## config.mk

```make
export PLATFORM = sky130hd
export DESIGN_NAME = unsigned_add_sub_mul_unit
export DESIGN_NICKNAME = d
export VERILOG_FILES = /design/src/rtl/aus_pkg.sv /design/src/rtl/unsigned_add_sub_mul_unit.sv /design/src/rtl/aus_cell.sv
export SDC_FILE = /design/constraint.sdc
export NUM_CORES = 2
export LEC_CHECK = 0
export BUFFER_PORTS_ARGS = -buffer_cell sky130_fd_sc_hd__buf_2
export CAP_MARGIN = 20
export CORE_ASPECT_RATIO = 1.2
export CORE_MARGIN = 4
export CORE_UTILIZATION = 30
export CTS_CLUSTER_DIAMETER = 40
export DETAILED_ROUTE_END_ITERATION = 16
export HOLD_SLACK_MARGIN = 0.05
export PLACE_DENSITY_LB_ADDON = 0.12
export SKIP_LAST_GASP = 1
export SLEW_MARGIN = 20
export SYNTH_ARGS = -nofsm -noshare
export SYNTH_HDL_FRONTEND = slang
export SYNTH_HIERARCHICAL = 1
export SYNTH_SLANG_ARGS = --single-unit
```

## constraint.sdc

```tcl
create_clock -name clk -period 4.2 [get_ports clk]
set_input_delay 1.26 -clock clk [delete_from_list [all_inputs] [get_ports clk]]
set_output_delay 1.26 -clock clk [all_outputs]
set_load 0.02 [all_outputs]
```

## src/rtl/aus_pkg.sv

```systemverilog
// ----------------------------------------------------------------------------
// aus_pkg: shared types and constants for the unsigned add/sub/mul unit
// Operand and result widths, operation codes and the word that moves
// from cell to cell along the multiplier chain.
// ----------------------------------------------------------------------------
package aus_pkg;

	// operand width of the arithmetic
	localparam int WIDTH = 16;
	// widths of the ports
	localparam int OPND_W = 16;
	localparam int RES_W  = 32;
	localparam int OP_W   = 2;
	// bits of each operand that take part
	localparam int USE_W  = (WIDTH < OPND_W) ? WIDTH : OPND_W;
	// width of the full product
	localparam int PROD_W = 2 * USE_W;

	localparam logic [OP_W-1:0] OP_ADD = 2'd0;
	localparam logic [OP_W-1:0] OP_SUB = 2'd1;
	localparam logic [OP_W-1:0] OP_MUL = 2'd2;

	// word handed from one cell to the next
	typedef struct packed {
		logic              valid;
		logic              mul;
		logic              flag;
		logic [PROD_W-1:0] acc;
		logic [PROD_W-1:0] partial;
		logic [USE_W-1:0]  mult;
	} aus_stage_t;

endpackage

```

## src/rtl/unsigned_add_sub_mul_unit.sv

```systemverilog
// ----------------------------------------------------------------------------
// unsigned_add_sub_mul_unit: unsigned add, subtract and multiply
// Add and subtract are resolved on entry; multiply runs through a chain
// of shift-and-add cells, one multiplier bit per cell.
// ----------------------------------------------------------------------------
// Usage:
//   input channel in_valid/in_ready carries op, operand_a, operand_b;
//   output channel out_valid/out_ready carries result_value, carry_flag.
//   op add gives the sum and its carry out, op sub the difference modulo
//   2^WIDTH and the final borrow, op mul the full product with flag 0,
//   the unused code gives zero.
//   Every op takes the same path through all cells: each word passes one
//   cell per cycle while the chain advances, one cell per multiplier bit,
//   and the last cell's register is the output register.
//   Throughput is one word per cycle while the output is not stalled; all
//   cells advance together.
//   When the receiver stalls with a word waiting at the output, the whole
//   chain holds and in_ready drops; in_ready is high whenever the output
//   is empty or being taken.
//   Reset clears all cells; the unit is ready right after reset.
// ----------------------------------------------------------------------------
module unsigned_add_sub_mul_unit (
	input  logic                        clk,
	input  logic                        arst_n,
	input  logic                        in_valid,
	output logic                        in_ready,
	input  logic [aus_pkg::OP_W-1:0]    op,
	input  logic [aus_pkg::OPND_W-1:0]  operand_a,
	input  logic [aus_pkg::OPND_W-1:0]  operand_b,
	output logic                        out_valid,
	input  logic                        out_ready,
	output logic [aus_pkg::RES_W-1:0]   result_value,
	output logic                        carry_flag
);

	localparam int N = aus_pkg::USE_W;

	aus_pkg::aus_stage_t chain [0:N];
	logic                advance;
	logic [N-1:0]        a_use;
	logic [N-1:0]        b_use;
	logic [N:0]          sum;
	logic [N:0]          diff;

	assign advance  = !chain[N].valid || out_ready;
	assign in_ready = advance;

	assign a_use = operand_a[N-1:0];
	assign b_use = operand_b[N-1:0];
	assign sum   = {1'b0, a_use} + {1'b0, b_use};
	// top bit of the wide difference is the borrow
	assign diff  = {1'b0, a_use} - {1'b0, b_use};

	always_comb begin
		chain[0].valid   = in_valid;
		chain[0].mul     = 1'b0;
		chain[0].flag    = 1'b0;
		chain[0].acc     = '0;
		chain[0].partial = aus_pkg::PROD_W'(a_use);
		chain[0].mult    = b_use;
		unique case (op)
			aus_pkg::OP_ADD: begin
				chain[0].acc  = aus_pkg::PROD_W'(sum[N-1:0]);
				chain[0].flag = sum[N];
			end
			aus_pkg::OP_SUB: begin
				chain[0].acc  = aus_pkg::PROD_W'(diff[N-1:0]);
				chain[0].flag = diff[N];
			end
			aus_pkg::OP_MUL: begin
				chain[0].mul = 1'b1;
			end
			default: begin
				chain[0].acc = '0;
			end
		endcase
	end

	for (genvar i = 0; i < N; i++) begin : g_cell
		aus_cell u_cell (
			.clk    (clk),
			.arst_n (arst_n),
			.en     (advance),
			.d      (chain[i]),
			.q      (chain[i+1])
		);
	end

	assign out_valid    = chain[N].valid;
	assign result_value = aus_pkg::RES_W'(chain[N].acc);
	assign carry_flag   = chain[N].flag;

endmodule

```

## src/rtl/aus_cell.sv

```systemverilog
// ----------------------------------------------------------------------------
// aus_cell: one shift-and-add step of the multiplier chain
// For a multiply word, adds the shifted multiplicand into the accumulator
// when the low multiplier bit is set; every word has both shifted for the next cell.
// ----------------------------------------------------------------------------
module aus_cell (
	input  logic                clk,
	input  logic                arst_n,
	input  logic                en,
	input  aus_pkg::aus_stage_t d,
	output aus_pkg::aus_stage_t q
);

	aus_pkg::aus_stage_t nxt;

	always_comb begin
		nxt = d;
		if (d.mul && d.mult[0]) begin
			nxt.acc = d.acc + d.partial;
		end
		nxt.partial = {d.partial[aus_pkg::PROD_W-2:0], 1'b0};
		nxt.mult    = {1'b0, d.mult[aus_pkg::USE_W-1:1]};
	end

	always_ff @(posedge clk or negedge arst_n) begin
		if (!arst_n) begin
			q <= '0;
		end else if (en) begin
			q <= nxt;
		end
	end

endmodule

```

== Word level (Yosys, flattened, before mapping) ==
Index checks and enable logic that the tools add are counted.

* Add/subtract/negate cells: 18
* Eq/ne operators: 2
* Multiplexer cells: 19
* Reduce and logical (&&, ||, !) cells: 19

{| class="wikitable"
|+ Operators with widths
! cell !! count
|-
| two-way mux 32 bit || 16
|-
| adder 16 x 16 -> 17 bit || 2
|-
| adder 32 x 17 -> 32 bit || 1
|-
| adder 32 x 18 -> 32 bit || 1
|-
| adder 32 x 19 -> 32 bit || 1
|-
| adder 32 x 20 -> 32 bit || 1
|-
| adder 32 x 21 -> 32 bit || 1
|-
| adder 32 x 22 -> 32 bit || 1
|-
| adder 32 x 23 -> 32 bit || 1
|-
| adder 32 x 24 -> 32 bit || 1
|-
| adder 32 x 25 -> 32 bit || 1
|-
| adder 32 x 26 -> 32 bit || 1
|-
| adder 32 x 27 -> 32 bit || 1
|-
| adder 32 x 28 -> 32 bit || 1
|-
| adder 32 x 29 -> 32 bit || 1
|-
| adder 32 x 30 -> 32 bit || 1
|-
| adder 32 x 31 -> 32 bit || 1
|-
| case mux 16 bit (2 select lines) || 1
|-
| subtractor 16 x 16 -> 17 bit || 1
|-
| logical AND 1 bit || 16
|-
| == test 2 x 1 -> 1 bit (second input constant) || 1
|-
| == test 2 bit (second input constant) || 1
|-
| logical NOT 2 bit || 1
|-
| case mux 1 bit (2 select lines) || 1
|-
| 3 further kinds || 3
|}

* Flip-flop bits (word level): 919
* Input bits: 38
* Output and inout bits: 35
* Word-level logic and storage cells: 151

== Depth between registers and ports, before layout ==
* Word-level depth: 4
* Mapped depth: 20
* Mapped depth without buffers: 19

== Modules after synthesis ==
Netlist, hierarchy kept.

{| class="wikitable"
|+ Modules (own cells, without submodules)
! module !! times used !! cells each !! area an instance (µm²) !! sequential area each (µm²)
|-
| aus_cell at g_cell[0].u_cell ... || 8 || 506 || 4921.0 || 2026.9
|-
| aus_cell at g_cell[2].u_cell ... || 7 || 499 || 4912.2 || 2026.9
|-
| aus_cell at g_cell[7].u_cell || 1 || 495 || 4934.7 || 2026.9
|-
| unsigned_add_sub_mul_unit || 1 || 248 || 1742.9 || 0.0
|}

== Worst setup path after synthesis ==
OpenSTA, ideal clock, no wires.

* Path kind: input to register
* Start point: in operand_a[0] in the netlist's numbering
* End point: reg g_cell[0].u_cell/q[64] in the netlist's numbering
* Library setup time: 0.082 ns
* Arrival time: 4.517 ns
* Data required time: 4.118 ns
* Path slack: -0.399 ns
* Cell stages on the path: 19
* Buffers on the path: 0
* Cells stage by stage: ha_1 > inv_1 > fa_1 > o21ba_2 > o2111ai_4 > a21oi_2 > o21bai_2 > nor4_2 > nor4_2 > mux2_1 > ha_1 > and2_1 > nand3_1 > o221ai_1 > nand3_1 > o311ai_1 > xor2_1 > nand2_1 > a31oi_1

{| class="wikitable"
|+ RTL lines
! item !! line !! source
|-
| start, declared || unsigned_add_sub_mul_unit.sv:28 || <nowiki>input logic [aus_pkg::OPND_W-1:0] operand_a,</nowiki>
|-
| end signal, assigned || aus_cell.sv:29 || <nowiki>q <= nxt;</nowiki>
|-
| end, declared || aus_cell.sv:11 || <nowiki>output aus_pkg::aus_stage_t q</nowiki>
|}

==> metrics.md <==
| Metric | Value |
|---|---|
| Die width | 464 um |
| Worst EP arrival | 4.86 ns |
| Crit Path Class | in -> reg |
| Reg-to-reg endpoint | g_cell[8].u_cell/q[77] |
| Filler Cell Count | 25,300 |
| Via-to-Cell Ratio | 5.11 |
| Fin crit share | 99.0% |
| Initial antenna violation count | 1 |
| Syn Std Cell Area | 0.0748 mm2 |
| Global-route wire length before repair | 352,000 um |
| Clock Skews | 0.0817 ns |
| Max Buffers Root-to-Sink | 4 |
| Max Cap Viol | 0 |
| Most flops, register | g_cell.u_cell/q |
| Worst-skew pair later-pin latency | 0.86 ns |
| Rel. slew slack | 37.5% |
| Crit end category | register |
| Total gr overflow | 0 |
| CTS tree | built |
| Fin. Hold Viols | 0 |
| CTS sink cnt | 1,144 |
| Io pins | 73 |
| Worst setup SP type | input pin |
| CTS H-tree depth | 4 |
| IO buf count | 72 |
| NumNets Final | 8,805 |
| Post-route ant nets | 0 |
| Worst Hold Class | in -> async |
| CTS Buf Count | 218 |
| Post-layout min period | 4.16 ns |
| FF+latch area | 0.0286 mm2 |
| Largest register FFs | 1,144 |
| Worst hold slack | 0.371 ns |
| Outcome | finished clean |
| Most frequent cells in the layout | dfrtp_1, a21oi_1, nor2_1 |
| Crit-path max FO | 5 |
| Total track usage | 17.0% |
| Top flop regs | g_cell.u_cell/q: 1144 flops |
| Worst reg-to-reg path cell count | 10 |
| Iter 0 DRT Violations | 3,286 |
| Core area | 0.248 mm2 |
| Synthesis-to-finish area growth | 18.1% |
| Vias | 59,400 |
| Max-slew violation count | 0 |
| Vias in the first global route | 59,900 |
| Avg Cell Area, Syn | 9.40 um2 |
| Largest net degree at the start of global routing | 127 |
| Multi-input gate area | 0.0443 mm2 |
| Fmax | 241 MHz |
| Drt first pass iters | 6 |
| Worst-path clk slew | 0.05 ns |
| DRC Markers | 0 |
| FF-to-FF setup slack | 0.69 ns |
| DPL Wire Length | 174,000 um |
| Share of cells above drive strength 1 | 19.7% |
| Post-Route WL | 224,000 um |
| Slew at the pin with the worst max-slew slack | 0.936 ns |
| Synth warn | 6 |
| Worst r2r src | g_cell[7].u_cell/q[19] |
| WP data required | 4.90 ns |
| Final setup vio count | 0 |
| Root buf cell | clkbuf_16 |
| Gpl congestion | 0.839 |
| Commonest non-fill, non-tap cell in the layout | dfrtp_1 |
| Die Y | 555 um |
| Post-Synthesis Cells | 7,954 |
| RSZ-0062 raised after global routing | yes |
| Initial Utilization | 30.2% |
| Core Rows | 200 |
| Die area | 0.257 mm2 |
| DR WL/cell | 19.2 um |
worst max-delay path by stage:
| stage | start | end | slack [ns] | depth (start not counted) |
|---|---|---|---|---|
| detailed placement | operand_a[0] | g_cell[0].u_cell/q[64] | -1.09 | 21 |
| floorplan | operand_b[4] | g_cell[0].u_cell/q[63] | -0.17 | 18 |
| global placement | operand_a[0] | g_cell[0].u_cell/q[64] | -1.06 | 21 |
| finish | operand_b[4] | g_cell[0].u_cell/q[64] | 0.04 | 18 |
| global route | operand_a[0] | g_cell[0].u_cell/q[64] | -0.10 | 22 |
| CTS | operand_b[0] | g_cell[0].u_cell/q[61] | 0.006 | 21 |
worst max-delay path: stages:
cell and delay [ns]:
buf_2 0.17, inv_12 0.03, ha_4 0.26, or2_4 0.25
a211oi_4 0.27, o211ai_2 0.16, a31oi_2 0.29, buf_4 0.16
nand2_1 0.05, a31oi_1 0.24, mux2_1 0.43, ha_1 0.31
buf_4 0.16, a21oi_1 0.32, o311ai_4 0.17, xor2_1 0.17
nand2_1 0.08, a31oi_1 0.07
per-stage QoR:
| stage | instances | worst slack, ns | TNS [ns] | util (%) | instance area (um2) |
|---|---|---|---|---|---|
| after floorplan | 8022 | -0.174 | -0.698 | - | 75100 |
| after global placement | 11200 | -1.06 | -8.05 | 32.4 | 80400 |
| after detailed placement | 11200 | -1.09 | -8.27 | 32.4 | 80400 |
| after CTS | 11600 | 0.00569 | 0 | 35.6 | 88200 |
| after global routing | 11600 | -0.104 | -0.279 | 35.6 | 88300 |
| final | 11600 | 0.0426 | 0 | 35.6 | 88300 |
per-layer routing:
layer | share of wire, % | vias to the layer above | routed length, um | global-route usage [%]
li1 | - | 29400 | - | -
met1 | 43 | 28800 | 96100 | 20.9
met2 | 51 | 860 | 115000 | 31.0
met3 | 2.9 | 325 | 6590 | 1.98
met4 | 3.0 | 0 | 6640 | 5.26
met5 | 0 | - | 0 | 0
timing repair:
| action | 4_1_cts | 5_1_grt |
|---|---|---|
| pin swaps | 14 | 7 |
| setup buffers | 8 | 3 |
| setup endpoints to repair | 5 | 7 |
| hold buffers | 0 | 0 |
| gates resized for setup | 18 | 17 |
area by class of cell:
| cell class | count | area share [%] |
|---|---|---|
| Timing Repair Buffer | 382 | 3.55 |
| Clock inverter | 134 | 1.92 |
| Multi-Input combinational cell | 6333 | 50.1 |
| Antenna cell | 2 | 0.00567 |
| Sequential cell | 1144 | 32.4 |
| Clock buffer | 264 | 6.76 |
| Inverter | 141 | 0.616 |
| Tap cell | 3232 | 4.58 |
Power is left out: the tool's default activity adds up to more than one toggle a clock period on the data nets, which glitch-free logic cannot reach.
